### src/rtl/isxa_pkg.sv
// Shared types and constants for the italic skeleton x adjustment block.
// No dependencies; every other file imports this package.
package isxa_pkg;

  localparam int unsigned COORD_W   = 16;
  localparam int unsigned YO_W      = 14;
  localparam int unsigned DIFF_W    = 18;
  localparam int unsigned PROD_W    = 34;
  localparam int unsigned MAG_W     = 32;
  localparam int unsigned MUL_A_W   = 17;
  localparam int unsigned MUL_P_W   = 33;
  localparam int unsigned ACC_W     = 31;
  localparam int unsigned SLANT_SH  = 15;
  localparam int unsigned CFG_IDX_W = 2;
  localparam int unsigned DIV_CYC   = 16;
  localparam int unsigned DIV_CNT_W = 4;

  localparam logic [CFG_IDX_W-1:0] REG_GLOBAL_ANGLE = 2'd0;
  localparam logic [CFG_IDX_W-1:0] REG_LOCAL_ANGLE  = 2'd1;
  localparam logic [CFG_IDX_W-1:0] REG_FORCE_LOCAL  = 2'd2;

  localparam logic REQ_SEG   = 1'b0;
  localparam logic REQ_POINT = 1'b1;

  typedef enum logic [2:0] {
    ST_IDLE,
    ST_PROD,
    ST_DIV0,
    ST_DIV,
    ST_MAP,
    ST_MULA,
    ST_MULB,
    ST_OUT
  } isxa_state_t;

  typedef struct packed {
    logic seg_push;
    logic pt_load;
    logic prod_load;
    logic div_start;
    logic map_y;
    logic mul_a;
    logic mul_b;
    logic out_load;
  } isxa_cmd_t;

  typedef struct packed {
    logic den_zero;
    logic div_done;
    logic out_free;
  } isxa_sts_t;

endpackage

### src/rtl/isxa_in_if.sv
// Input channel: valid/ready handshake with segment and point payload.
// Depends on isxa_pkg.
interface isxa_in_if import isxa_pkg::*; ();
  logic                      valid;
  logic                      ready;
  logic                      req_type;
  logic signed [COORD_W-1:0] y_original;
  logic signed [COORD_W-1:0] y_adjusted;
  logic        [COORD_W-1:0] contour_y;
  logic signed [COORD_W-1:0] x_intermediate;

  modport source (output valid, req_type, y_original, y_adjusted, contour_y,
                  x_intermediate, input ready);
  modport sink   (input valid, req_type, y_original, y_adjusted, contour_y,
                  x_intermediate, output ready);
endinterface

### src/rtl/isxa_out_if.sv
// Result channel: valid/ready handshake carrying the adjusted x.
// Depends on isxa_pkg.
interface isxa_out_if import isxa_pkg::*; ();
  logic                      valid;
  logic                      ready;
  logic signed [COORD_W-1:0] x_adjusted;

  modport source (output valid, x_adjusted, input ready);
  modport sink   (input valid, x_adjusted, output ready);
endinterface

### src/rtl/isxa_cfg_if.sv
// Configuration write channel: register index and write data.
// Depends on isxa_pkg.
interface isxa_cfg_if import isxa_pkg::*; ();
  logic                 valid;
  logic                 ready;
  logic [CFG_IDX_W-1:0] reg_index;
  logic [COORD_W-1:0]   wdata;

  modport source (output valid, reg_index, wdata, input ready);
  modport sink   (input valid, reg_index, wdata, output ready);
endinterface

### src/rtl/isxa_div.sv
// Iterative signed divider, two quotient bits per cycle, truncating.
// Returns the low 16 bits of the quotient. Depends on isxa_pkg.
module isxa_div import isxa_pkg::*; (
  input  logic                      clk,
  input  logic                      rst_n,
  input  logic                      start,
  input  logic signed [PROD_W-1:0]  dvd,
  input  logic signed [COORD_W-1:0] dvs,
  output logic        [COORD_W-1:0] quo,
  output logic                      done
);

  logic [COORD_W-1:0]   rem_r, rem_nxt;
  logic [MAG_W-1:0]     q_r, q_nxt;
  logic [COORD_W-1:0]   d_r, d_nxt;
  logic [DIV_CNT_W-1:0] cnt_r, cnt_nxt;
  logic                 busy_r, busy_nxt;
  logic                 done_r, done_nxt;
  logic                 neg_r, neg_nxt;
  logic [PROD_W-1:0]    dvd_abs;
  logic [COORD_W-1:0]   dvs_abs;
  logic [COORD_W+MAG_W-1:0] s1, s2;

  function automatic logic [COORD_W+MAG_W-1:0] div_step(
    input logic [COORD_W-1:0] rem,
    input logic [MAG_W-1:0]   q,
    input logic [COORD_W-1:0] d
  );
    logic [COORD_W:0] t;
    logic             qb;
    t  = {rem, q[MAG_W-1]};
    qb = 1'b0;
    if (t >= {1'b0, d}) begin
      t  = t - {1'b0, d};
      qb = 1'b1;
    end
    return {t[COORD_W-1:0], q[MAG_W-2:0], qb};
  endfunction

  assign dvd_abs = dvd[PROD_W-1] ? PROD_W'(-dvd) : PROD_W'(dvd);
  assign dvs_abs = dvs[COORD_W-1] ? COORD_W'(-dvs) : COORD_W'(dvs);
  assign s1 = div_step(rem_r, q_r, d_r);
  assign s2 = div_step(s1[COORD_W+MAG_W-1:MAG_W], s1[MAG_W-1:0], d_r);

  always_comb begin
    rem_nxt  = rem_r;
    q_nxt    = q_r;
    d_nxt    = d_r;
    cnt_nxt  = cnt_r;
    busy_nxt = busy_r;
    neg_nxt  = neg_r;
    done_nxt = 1'b0;
    if (start) begin
      rem_nxt  = '0;
      q_nxt    = dvd_abs[MAG_W-1:0];
      d_nxt    = dvs_abs;
      cnt_nxt  = '0;
      busy_nxt = 1'b1;
      neg_nxt  = dvd[PROD_W-1] ^ dvs[COORD_W-1];
    end else if (busy_r) begin
      rem_nxt = s2[COORD_W+MAG_W-1:MAG_W];
      q_nxt   = s2[MAG_W-1:0];
      cnt_nxt = cnt_r + 1'b1;
      if (cnt_r == DIV_CNT_W'(DIV_CYC - 1)) begin
        busy_nxt = 1'b0;
        done_nxt = 1'b1;
      end
    end
  end

  always_ff @(posedge clk) begin
    if (!rst_n) begin
      cnt_r  <= '0;
      busy_r <= 1'b0;
      done_r <= 1'b0;
    end else begin
      cnt_r  <= cnt_nxt;
      busy_r <= busy_nxt;
      done_r <= done_nxt;
    end
  end

  always_ff @(posedge clk) begin
    rem_r <= rem_nxt;
    q_r   <= q_nxt;
    d_r   <= d_nxt;
    neg_r <= neg_nxt;
  end

  assign quo  = neg_r ? COORD_W'(-q_r[COORD_W-1:0]) : q_r[COORD_W-1:0];
  assign done = done_r;

  a_no_restart: assert property (@(posedge clk) disable iff (!rst_n)
    start |-> !busy_r) else $error("divider restarted while busy");
  a_latency: assert property (@(posedge clk) disable iff (!rst_n)
    start |-> ##17 done_r) else $error("divider latency wrong");
  a_done_pulse: assert property (@(posedge clk) disable iff (!rst_n)
    done_r |-> !busy_r) else $error("divider done while busy");

endmodule

### src/rtl/isxa_dp.sv
// Datapath: configuration and segment registers, y mapping, slant multiply,
// output register. Depends on isxa_pkg and isxa_div.
module isxa_dp import isxa_pkg::*; (
  input  logic                      clk,
  input  logic                      rst_n,
  input  isxa_cmd_t                 cmd,
  output isxa_sts_t                 sts,
  input  logic signed [COORD_W-1:0] in_y_original,
  input  logic signed [COORD_W-1:0] in_y_adjusted,
  input  logic        [COORD_W-1:0] in_contour_y,
  input  logic signed [COORD_W-1:0] in_x_intermediate,
  input  logic                      cfg_valid,
  input  logic        [CFG_IDX_W-1:0] cfg_reg_index,
  input  logic        [COORD_W-1:0] cfg_wdata,
  output logic                      out_valid,
  input  logic                      out_ready,
  output logic signed [COORD_W-1:0] out_x_adjusted
);

  logic signed [COORD_W-1:0] global_angle_r, local_angle_r;
  logic                      force_local_r;
  logic signed [COORD_W-1:0] seg_so_r, seg_sa_r, seg_eo_r, seg_ea_r;
  logic        [YO_W-1:0]    yo_r;
  logic signed [COORD_W-1:0] x_r;
  logic signed [DIFF_W-1:0]  diff_r;
  logic signed [COORD_W-1:0] num_r, den_r;
  logic signed [PROD_W-1:0]  prod_r, prod_nxt;
  logic signed [COORD_W-1:0] yn_r;
  logic signed [ACC_W-1:0]   acc_r;
  logic                      out_valid_r, out_valid_nxt;
  logic signed [COORD_W-1:0] x_adj_r;
  logic        [COORD_W-1:0] quo;
  logic                      use_global;
  logic signed [MUL_A_W-1:0] mul_a_op;
  logic signed [COORD_W-1:0] mul_b_op;
  logic signed [MUL_P_W-1:0] mul_p;

  isxa_div u_div (
    .clk   (clk),
    .rst_n (rst_n),
    .start (cmd.div_start),
    .dvd   (prod_r),
    .dvs   (den_r),
    .quo   (quo),
    .done  (sts.div_done)
  );

  assign use_global = (global_angle_r != '0) && !force_local_r;

  always_ff @(posedge clk) begin
    if (!rst_n) begin
      global_angle_r <= '0;
      local_angle_r  <= '0;
      force_local_r  <= 1'b0;
    end else if (cfg_valid) begin
      case (cfg_reg_index)
        REG_GLOBAL_ANGLE: global_angle_r <= cfg_wdata;
        REG_LOCAL_ANGLE:  local_angle_r  <= cfg_wdata;
        REG_FORCE_LOCAL:  force_local_r  <= cfg_wdata[0];
        default: ;
      endcase
    end
  end

  always_ff @(posedge clk) begin
    if (!rst_n) begin
      seg_so_r <= '0;
      seg_sa_r <= '0;
      seg_eo_r <= '0;
      seg_ea_r <= '0;
    end else if (cmd.seg_push) begin
      seg_so_r <= seg_eo_r;
      seg_sa_r <= seg_ea_r;
      seg_eo_r <= in_y_original;
      seg_ea_r <= in_y_adjusted;
    end
  end

  // slant multiplier operands: one 17x16 multiply per step
  always_comb begin
    if (cmd.mul_b) begin
      mul_a_op = {3'b000, yo_r};
      mul_b_op = local_angle_r;
    end else if (use_global) begin
      mul_a_op = {yn_r[COORD_W-1], yn_r};
      mul_b_op = global_angle_r;
    end else begin
      mul_a_op = {yn_r[COORD_W-1], yn_r} - {3'b000, yo_r};
      mul_b_op = local_angle_r;
    end
  end

  assign mul_p    = MUL_P_W'(mul_a_op) * MUL_P_W'(mul_b_op);
  assign prod_nxt = PROD_W'(diff_r) * PROD_W'(num_r);

  always_ff @(posedge clk) begin
    if (cmd.pt_load) begin
      yo_r   <= in_contour_y[YO_W-1:0];
      x_r    <= in_x_intermediate;
      diff_r <= $signed({{(DIFF_W-YO_W){1'b0}}, in_contour_y[YO_W-1:0]})
                - {{(DIFF_W-COORD_W){seg_so_r[COORD_W-1]}}, seg_so_r};
      num_r  <= seg_ea_r - seg_sa_r;
      den_r  <= seg_eo_r - seg_so_r;
    end
    if (cmd.prod_load) begin
      prod_r <= prod_nxt;
    end
    if (cmd.map_y) begin
      yn_r <= sts.den_zero ? diff_r[COORD_W-1:0] + seg_sa_r : $signed(quo) + seg_sa_r;
    end
    if (cmd.mul_a) begin
      acc_r <= mul_p[ACC_W-1:0];
    end else if (cmd.mul_b && use_global) begin
      acc_r <= acc_r - mul_p[ACC_W-1:0];
    end
    if (cmd.out_load) begin
      x_adj_r <= x_r + acc_r[SLANT_SH+COORD_W-1:SLANT_SH];
    end
  end

  always_comb begin
    out_valid_nxt = out_valid_r;
    if (out_valid_r && out_ready) begin
      out_valid_nxt = 1'b0;
    end
    if (cmd.out_load) begin
      out_valid_nxt = 1'b1;
    end
  end

  always_ff @(posedge clk) begin
    if (!rst_n) begin
      out_valid_r <= 1'b0;
    end else begin
      out_valid_r <= out_valid_nxt;
    end
  end

  assign sts.den_zero  = (den_r == '0);
  assign sts.out_free  = !out_valid_r || out_ready;
  assign out_valid     = out_valid_r;
  assign out_x_adjusted = x_adj_r;

endmodule

### src/rtl/isxa_ctrl.sv
// Controller state machine: takes segment beats in idle and sequences a point
// beat through product, divide (skipped for a zero span), mapping, slant multiply and output. Depends on isxa_pkg.
module isxa_ctrl import isxa_pkg::*; (
  input  logic      clk,
  input  logic      rst_n,
  input  logic      in_valid,
  input  logic      in_req_type,
  output logic      in_ready,
  output isxa_cmd_t cmd,
  input  isxa_sts_t sts
);

  isxa_state_t state_r, state_nxt;

  always_ff @(posedge clk) begin
    if (!rst_n) begin
      state_r <= ST_IDLE;
    end else begin
      state_r <= state_nxt;
    end
  end

  always_comb begin
    state_nxt = state_r;
    cmd       = '0;
    in_ready  = 1'b0;
    case (state_r)
      ST_IDLE: begin
        in_ready = 1'b1;
        if (in_valid) begin
          if (in_req_type == REQ_SEG) begin
            cmd.seg_push = 1'b1;
          end else begin
            cmd.pt_load = 1'b1;
            state_nxt   = ST_PROD;
          end
        end
      end
      ST_PROD: begin
        cmd.prod_load = 1'b1;
        state_nxt     = ST_DIV0;
      end
      ST_DIV0: begin
        if (sts.den_zero) begin
          state_nxt = ST_MAP;
        end else begin
          cmd.div_start = 1'b1;
          state_nxt     = ST_DIV;
        end
      end
      ST_DIV: begin
        if (sts.div_done) begin
          state_nxt = ST_MAP;
        end
      end
      ST_MAP: begin
        cmd.map_y = 1'b1;
        state_nxt = ST_MULA;
      end
      ST_MULA: begin
        cmd.mul_a = 1'b1;
        state_nxt = ST_MULB;
      end
      ST_MULB: begin
        cmd.mul_b = 1'b1;
        state_nxt = ST_OUT;
      end
      ST_OUT: begin
        if (sts.out_free) begin
          cmd.out_load = 1'b1;
          state_nxt    = ST_IDLE;
        end
      end
      default: begin
        state_nxt = ST_IDLE;
      end
    endcase
  end

endmodule

### src/rtl/italic_skeleton_x_adjust.sv
// Italic skeleton x adjustment: a segment beat (req_type 0) shifts a new y
// pair into the skeleton segment and leaves the block ready. A point beat
// (req_type 1) yields one result, and no further beat is taken until it is in
// the output register; when the segment's original span is non-zero the
// result goes through the divider, which retires two quotient bits per cycle,
// and when the span is zero the divide is skipped. A finished result waits in
// the output register, so the next beat is taken while it is still pending. Configuration writes are always taken.
// Depends on isxa_pkg, the channel interfaces, isxa_ctrl and isxa_dp.
module italic_skeleton_x_adjust import isxa_pkg::*; (
  input  logic              clk,
  input  logic              rst_n,
  isxa_in_if.sink           in_ch,
  isxa_out_if.source        out_ch,
  isxa_cfg_if.sink          cfg_ch
);

  isxa_cmd_t cmd;
  isxa_sts_t sts;

  assign cfg_ch.ready = 1'b1;

  isxa_ctrl u_ctrl (
    .clk         (clk),
    .rst_n       (rst_n),
    .in_valid    (in_ch.valid),
    .in_req_type (in_ch.req_type),
    .in_ready    (in_ch.ready),
    .cmd         (cmd),
    .sts         (sts)
  );

  isxa_dp u_dp (
    .clk               (clk),
    .rst_n             (rst_n),
    .cmd               (cmd),
    .sts               (sts),
    .in_y_original     (in_ch.y_original),
    .in_y_adjusted     (in_ch.y_adjusted),
    .in_contour_y      (in_ch.contour_y),
    .in_x_intermediate (in_ch.x_intermediate),
    .cfg_valid         (cfg_ch.valid),
    .cfg_reg_index     (cfg_ch.reg_index),
    .cfg_wdata         (cfg_ch.wdata),
    .out_valid         (out_ch.valid),
    .out_ready         (out_ch.ready),
    .out_x_adjusted    (out_ch.x_adjusted)
  );

endmodule
### src/flat_wrapper.sv
// flat-port wrapper written by rule: the top's interface ports become plain ports
module italic_skeleton_x_adjust_flat import isxa_pkg::*;
  (clk, rst_n, in_ch_valid, in_ch_req_type, in_ch_y_original, in_ch_y_adjusted, in_ch_contour_y, in_ch_x_intermediate, in_ch_ready, out_ch_valid, out_ch_x_adjusted, out_ch_ready, cfg_ch_valid, cfg_ch_reg_index, cfg_ch_wdata, cfg_ch_ready);
  isxa_in_if in_ch_i ();
  isxa_out_if out_ch_i ();
  isxa_cfg_if cfg_ch_i ();
  input  logic clk;
  input  logic rst_n;
  input wire logic [$bits(in_ch_i.valid)-1:0] in_ch_valid;
  input wire logic [$bits(in_ch_i.req_type)-1:0] in_ch_req_type;
  input wire logic [$bits(in_ch_i.y_original)-1:0] in_ch_y_original;
  input wire logic [$bits(in_ch_i.y_adjusted)-1:0] in_ch_y_adjusted;
  input wire logic [$bits(in_ch_i.contour_y)-1:0] in_ch_contour_y;
  input wire logic [$bits(in_ch_i.x_intermediate)-1:0] in_ch_x_intermediate;
  output wire logic [$bits(in_ch_i.ready)-1:0] in_ch_ready;
  output wire logic [$bits(out_ch_i.valid)-1:0] out_ch_valid;
  output wire logic [$bits(out_ch_i.x_adjusted)-1:0] out_ch_x_adjusted;
  input wire logic [$bits(out_ch_i.ready)-1:0] out_ch_ready;
  input wire logic [$bits(cfg_ch_i.valid)-1:0] cfg_ch_valid;
  input wire logic [$bits(cfg_ch_i.reg_index)-1:0] cfg_ch_reg_index;
  input wire logic [$bits(cfg_ch_i.wdata)-1:0] cfg_ch_wdata;
  output wire logic [$bits(cfg_ch_i.ready)-1:0] cfg_ch_ready;
  assign in_ch_i.valid = in_ch_valid;
  assign in_ch_i.req_type = in_ch_req_type;
  assign in_ch_i.y_original = in_ch_y_original;
  assign in_ch_i.y_adjusted = in_ch_y_adjusted;
  assign in_ch_i.contour_y = in_ch_contour_y;
  assign in_ch_i.x_intermediate = in_ch_x_intermediate;
  assign in_ch_ready = in_ch_i.ready;
  assign out_ch_valid = out_ch_i.valid;
  assign out_ch_x_adjusted = out_ch_i.x_adjusted;
  assign out_ch_i.ready = out_ch_ready;
  assign cfg_ch_i.valid = cfg_ch_valid;
  assign cfg_ch_i.reg_index = cfg_ch_reg_index;
  assign cfg_ch_i.wdata = cfg_ch_wdata;
  assign cfg_ch_ready = cfg_ch_i.ready;
  italic_skeleton_x_adjust u_core (.clk(clk), .rst_n(rst_n), .in_ch(in_ch_i), .out_ch(out_ch_i), .cfg_ch(cfg_ch_i));
endmodule
### config.mk
export PLATFORM = sky130hd
export DESIGN_NAME = italic_skeleton_x_adjust_flat
export DESIGN_NICKNAME = d
export VERILOG_FILES = /design/src/rtl/isxa_pkg.sv /design/src/rtl/isxa_in_if.sv /design/src/rtl/isxa_out_if.sv /design/src/rtl/isxa_cfg_if.sv /design/src/rtl/isxa_div.sv /design/src/rtl/isxa_dp.sv /design/src/rtl/isxa_ctrl.sv /design/src/rtl/italic_skeleton_x_adjust.sv /design/src/flat_wrapper.sv
export SDC_FILE = /design/constraint.sdc
export NUM_CORES = 2
export LEC_CHECK = 0
export BUFFER_PORTS_ARGS = -buffer_cell sky130_fd_sc_hd__buf_2
export CORE_MARGIN = 3
export CORE_UTILIZATION = 30
export CTS_BUF_LIST = sky130_fd_sc_hd__clkbuf_4 sky130_fd_sc_hd__clkbuf_8
export CTS_CLUSTER_DIAMETER = 40
export CTS_CLUSTER_SIZE = 10
export DETAILED_ROUTE_END_ITERATION = 10
export PLACE_DENSITY = 0.46
export SLEW_MARGIN = 5
export SYNTH_ARGS = -nofsm -noshare
export SYNTH_HDL_FRONTEND = slang
export SYNTH_SLANG_ARGS = --single-unit
export TNS_END_PERCENT = 10
### constraint.sdc
create_clock -name clk -period 29.5 [get_ports clk]
set_input_delay 2.95 -clock clk [delete_from_list [all_inputs] [get_ports clk]]
set_output_delay 2.95 -clock clk [all_outputs]
set_load 0.01 [all_outputs]
## Word-level counts from Yosys, hierarchy flattened

Index checks and enable logic that the tools add are counted.

| word-level totals | value |
|---|---|
| bits in registers | 348 |
| word-level logic and storage cells | 121 |
| input port bits | 88 |
| output and inout bits | 19 |

| cells by class | value |
|---|---|
| mux-type cells | 41 |
| multipliers | 2 |
| bitwise operators | 3 |
| $add $sub $neg | 14 |
| reduce and logical (&&, ||, !) cells | 19 |
| $lt $le $gt $ge | 2 |
| equal/unequal tests | 14 |

Operator list:

| cell | number |
|---|---|
| 2-to-1 mux 16 bit | 6 |
| 2-to-1 mux 32 bit | 3 |
| subtractor 16 bit | 4 |
| 2-to-1 mux 31 bit | 2 |
| adder 16 bit | 3 |
| greater-or-equal comparator 17 x 16 -> 1 bit | 2 |
| 2-to-1 mux 17 bit | 2 |
| multiplier 17 x 16 -> 33 bit | 1 |
| negator 16 bit | 2 |
| negator 32 bit | 1 |
| multiplier 17 x 16 -> 31 bit | 1 |
| subtractor 31 bit | 1 |
| one-hot mux 3 bit (8 select lines) | 1 |
| 2-to-1 mux 1 bit | 19 |
| subtractor 15 x 16 -> 17 bit | 1 |
| subtractor 16 x 15 -> 17 bit | 1 |
| zero test 16 bit | 1 |
| nonzero test 16 bit | 1 |
| 2-to-1 mux 15 bit | 1 |
| 2-to-1 mux 3 bit | 5 |
| == test 3 bit, second input constant | 4 |
| == test 3 x 2 -> 1 bit, second input constant | 2 |
| inequality test 2 bit, second input constant | 3 |
| AND reduction 2 bit | 3 |
| other kinds (18) | 25 |

## Logic depth before layout (Yosys ltp)

| logic depth | value |
|---|---|
| word-level depth | 8 |
| depth in mapped cells | 48 |
| gate-level depth less buffers | 48 |

## Cells and area by module

From an unflattened synthesis, not the netlist that was laid out.

| second synthesis, totals | value |
|---|---|
| cell total of the unflattened synthesis | 4421 |
| area, all modules | 41280.8 um^2 |

Modules (own cells, without submodules):

| module | area each (um^2) | instances | cells an instance | sequential area each (um^2) |
|---|---|---|---|---|
| isxa_dp | 35268.8 | 1 | 3739 | 7216.9 |
| isxa_div | 5738.0 | 1 | 643 | 1911.8 |
| isxa_ctrl | 262.8 | 1 | 37 | 60.1 |
| italic_skeleton_x_adjust | 11.3 | 1 | 2 | 0.0 |

## Worst setup path after synthesis

Ideal clock, no wire load.

| timing path | value |
|---|---|
| kind | reg2reg |
| start point | register u_core.u_dp.yn_r[0] |
| end point | register u_core.u_dp.acc_r[30] (data pin) |
| clock period less this slack | 10.379 ns |
| buffers on the path | 1 |
| cell stages (with the launch flop) | 47 |
| library setup time | 0.260 ns |
| data required time | 29.240 ns |
| data arrival time | 10.119 ns |
| slack | 19.121 ns |
| path through | edfxtp_1 > inv_1 > ha_1 > inv_1 > fa_1 > a21o_1 > a21oi_1 > nor2b_1 > o41ai_1 > o21ai_0 > o41ai_1 > o211ai_1 > xor2_1 > or2_2 > clkbuf_1 > nor2_1 > fa_1 > inv_1 > [... 11 more ...] > a2bb2oi_1 > o21ai_4 > o21a_1 > nor2_1 > xor2_1 > ha_1 > or3_1 > a21oi_1 > o21ai_0 > o21ai_0 > o21a_1 > o311ai_0 > nand4_1 > o21ai_1 > o311a_1 > o21a_1 > o21ai_1 > xnor2_1 |

| on the way | value |
|---|---|
| longest elaborated chain between the ends | 7 |

Ends and longest elaborated chain:

| item | line | RTL |
|---|---|---|
| start, declared | isxa_dp.sv:28 | `logic signed [COORD_W-1:0] yn_r;` |
| start signal, assigned | isxa_dp.sv:109 | `yn_r <= sts.den_zero ? diff_r[COORD_W-1:0] + seg_sa_r : $signed(quo) + seg_sa_r;` |
| subtractor 16 x 15 -> 17 bit | isxa_dp.sv:88 | `mul_a_op = {yn_r[COORD_W-1], yn_r} - {3'b000, yo_r};` |
| 2-to-1 mux 17 bit * | isxa_dp.sv:84 | `end else if (use_global) begin` |
| 2-to-1 mux 17 bit * | isxa_dp.sv:81 | `if (cmd.mul_b) begin` |
| multiplier 17 x 16 -> 31 bit * | isxa_dp.sv:93 | `assign mul_p = MUL_P_W'(mul_a_op) * MUL_P_W'(mul_b_op);` |
| subtractor 31 bit | isxa_dp.sv:114 | `acc_r <= acc_r - mul_p[ACC_W-1:0];` |
| 2-to-1 mux 31 bit | isxa_dp.sv:113 | `end else if (cmd.mul_b && use_global) begin` |
| 2-to-1 mux 31 bit * | isxa_dp.sv:111 | `if (cmd.mul_a) begin` |
| end signal, assigned | isxa_dp.sv:112 | `acc_r <= mul_p[ACC_W-1:0];` |
| end signal, assigned | isxa_dp.sv:114 |  |
| end, declared | isxa_dp.sv:29 | `logic signed [ACC_W-1:0] acc_r;` |

Every way passes the cells marked *; elsewhere a longest branch is shown, timed or not. The select of a mux whose other input is x is not followed.
A chain may end at the register's enable or synchronous reset.

## Final worst setup path

Ends and elaborated chain as after synthesis.

==> reports/metrics.yaml <==
final_layout:
  final_layout_size_suffix_gt1_share_pct: 8.08
  syn2layout_area_growth_pct: 11.0
  final_common_cell: "inv_1"
  fillCellCount: 14243
  nets: 5554
  final_cell_mix: "inv_1, nand2_1, fa_1"
yosys:
  post_synth_fa_ha_maj_area_fraction_pct: 36.2
  seq_area_frac_synth_pct: 22.4
  synth_edf_count: 224
  synthXorXnorAreaFrac_pct: 4.93
  syn_area_per_cell_um2: 9.09
  ys_types: 86
  syn_area_mm2: 0.0411
  post_synth_and_or_nand_nor_area_fraction_pct: 15.0
  ys_warn_count: 0
  synth_top_family_by_area: "adder cells"
  synth_cells: 4517
  ys.flop_type: "edfxtp_1"
  synth_compound_area_share_pct: 11.3
  ys_ff_latch: 347
  syn_nets: 5462
  synthArstFlopShare_pct: 0
  muxShareOfSynthArea_pct: 1.68
timing:
  relSlewSlack_pct: 17.4
  whs_ps: 462
  finalMaxSlewViolations: 0
  tns_ps: 0
  setup_violations: 0
  max_freq_mhz: 83.8
  period_needed_ps: 11930
  tightest_slew_ps: 1240
  clock_skew_ps: 50.2
  rsz0062_at_grt: "false"
  hold_viol_final: 0
  finalCritPeriodShare_pct: 40.4
global_route:
  grt_first_pass_wirelength_um: 180000
  antenna_found_initial: 9
  track_usage_pct: 16.2
  grt_pass1_vias: 31923
  grt-ovfl-total: 0
  grt_start_max_net_pins: 65
drt:
  drt_iter0_markers: 1470
  routed_via_density: 4.68
  routedWlPerCell_um: 17.4
  drc: 0
  wl_um: 113000
  antenna_left: 0
  drt_pass1_iterations: 5
  num_vias: 30238
cts:
  tritoncts: "yes"
  insertion_delay_ps: 770
  path_clk_slew_ps: 60
  cts_setup_buffers: 0
  clockRootBuffer: "clkbuf_8"
  postCtsResizedCells: 0
  cts.sinks: 347
  clockBufferDepth: 3
  cts_hold_buf: 0
  cts_buffers: 82
  htree_levels: 3
critical_path:
  crit_arrival_ps: 12440
  worst_path_max_delay_cell: "o21ai_1"
  startpoint_type: "flop"
  worstPathMaxFanout: 9
  critPathMostFrequentCell: "fa_1"
  worst_ep_required_time_ps: 30010
  critical_path_class: "flop to flop"
  end_kind: "flop"
  cpPeakStageDelay_ps: 570
flow_run:
  maxCapViolations: 0
floorplanning:
  fp.dieW_um: 376
  start_util_pct: 30.3
  die_y_um: 376
  rows: 135
  io-pin-count: 107
  coreArea_mm2: 0.136
  die-area_mm2: 0.141
power:
  peakVddDrop_v: 0.000276
  p_per_area_mw_per_mm2: 116
  leakagePower_nw: 20.2
worst_hold_path:
  hp-class: "flop to flop"
placed_design:
  gp_congestion: 0.824
  hpwl_um: 90000
  io_buffer_count: 103
status:
  outcome: "finished clean"
## Yosys cell counts, drive strengths merged (22+ instances only)
library cell,n,area [um2]
nor3,34,186
dfxtp,123,2460
and2,113,707
a21oi,126,631
or3,38,238
nand2b,57,357
o21ai,195,995
xor2,79,692
clkbuf,126,473
fa,547,11000
ha,310,3880
a21o,39,293
nand3,43,215
nor2b,28,175
nand2,638,2390
nor2,354,1330
a21boi,148,1110
inv,786,2950
mux2,27,308
xnor2,152,1330
edfxtp,224,6730
mux2i,38,380
a211oi,30,240
o211ai,22,175
## layer usage
| layer | track usage, % | wire (um) | up-vias |
|---|---|---|---|
| li1 | - | - | 14708 |
| met4 | 3.84 | 2370 | 2 |
| met5 | 0 | 13 | - |
| met1 | 20.8 | 50700 | 14926 |
| met2 | 28.7 | 55600 | 451 |
| met3 | 2.44 | 3950 | 151 |
## sequential cells by signal, summed over array words and instances (netlist names), 3 cells and up
register and count:
u_core.u_dp.seg_eo_r 16, u_core.u_dp.num_r 16, u_core.u_dp.out_x_adjusted 16, u_core.u_dp.x_r 16
u_core.u_dp.seg_ea_r 16, u_core.u_dp.global_angle_r 16, u_core.u_dp.u_div.d_r 16, u_core.u_dp.yn_r 16
u_core.u_dp.u_div.rem_r 16, u_core.u_dp.prod_r 33, u_core.u_dp.yo_r 14, u_core.u_dp.seg_sa_r 16
u_core.u_dp.local_angle_r 16, u_core.u_dp.den_r 16, u_core.u_dp.acc_r 31, u_core.u_dp.seg_so_r 16
u_core.u_ctrl.state_r 3, u_core.u_dp.u_div.q_r 32, u_core.u_dp.u_div.cnt_r 4, u_core.u_dp.diff_r 17
## through the flow
| stage | area (um2) | setup slack, ps | power (mW) | cells | util, % |
|---|---|---|---|---|---|
| floorplan | 41100 | 19120 | 3.79 | 4517 | - |
| global placement | 43700 | 17570 | 4.64 | 6306 | 32.2 |
| detailed placement | 43700 | 17470 | 4.66 | 6306 | 32.2 |
| CTS | 45600 | 17450 | 5.36 | 6458 | 33.6 |
| global route | 45600 | 16550 | 5.87 | 6462 | 33.6 |
| finish | 45600 | 17570 | 5.27 | 6465 | 33.6 |
## power by group
part	leakage [nW]	internal (mW)	switching, mW	total, mW
Sequential	3.07	0.764	0.0702	0.835
Clock	0.956	0.378	0.284	0.663
Combinational	16.2	1.67	2.11	3.78
## cell type report
type                    instances  area, um2  share of cell area [%]
clock inverters                49        599                    1.31
flip-flops and latches        347       9190                    20.2
inverters                     786       2950                    6.47
repair buffers                149        863                    1.89
well taps                    1781       2230                    4.89
multi-input cells            3243      28400                    62.3
diodes                          7       17.5                  0.0384
clock buffers                 103       1320                    2.89
## critical path, delay by kind of cell, from the launching register on
family	cells	cell delay, ps
buffers and inverters	6	320
xor gates and xnor gates	3	360
AOI/OAI and AO/OA	19	4860
DFF	1	380
adders and majority gates	10	4220
and+or+nand+nor	7	1490
## final timing paths
kind	startpoint	to	slack, ps	cells after the start
max	u_core.u_dp.yn_r[0]$_DFFE_PP_	u_core.u_dp.acc_r[30]$_DFFE_PP_	17570	45
min	u_core.u_dp.seg_so_r[5]$_SDFFE_PN0P_	u_core.u_dp.seg_so_r[5]$_SDFFE_PN0P_	460	2
max reg2reg	u_core.u_dp.yn_r[0]$_DFFE_PP_	u_core.u_dp.acc_r[30]$_DFFE_PP_	17570	45
min reg2reg	u_core.u_dp.seg_so_r[5]$_SDFFE_PN0P_	u_core.u_dp.seg_so_r[5]$_SDFFE_PN0P_	460	2
## cells by family (layout without fill, tap and decap cells)
logic type,Yosys count,count (layout)
xor+xnor,231,231
fa+ha+maj,860,860
other cells,1,8
buf+inv,927,1087
simple gates,1387,1387
flops,347,347
mux,65,65
compound gates,699,699
Power figures use the tool's default switching activity.
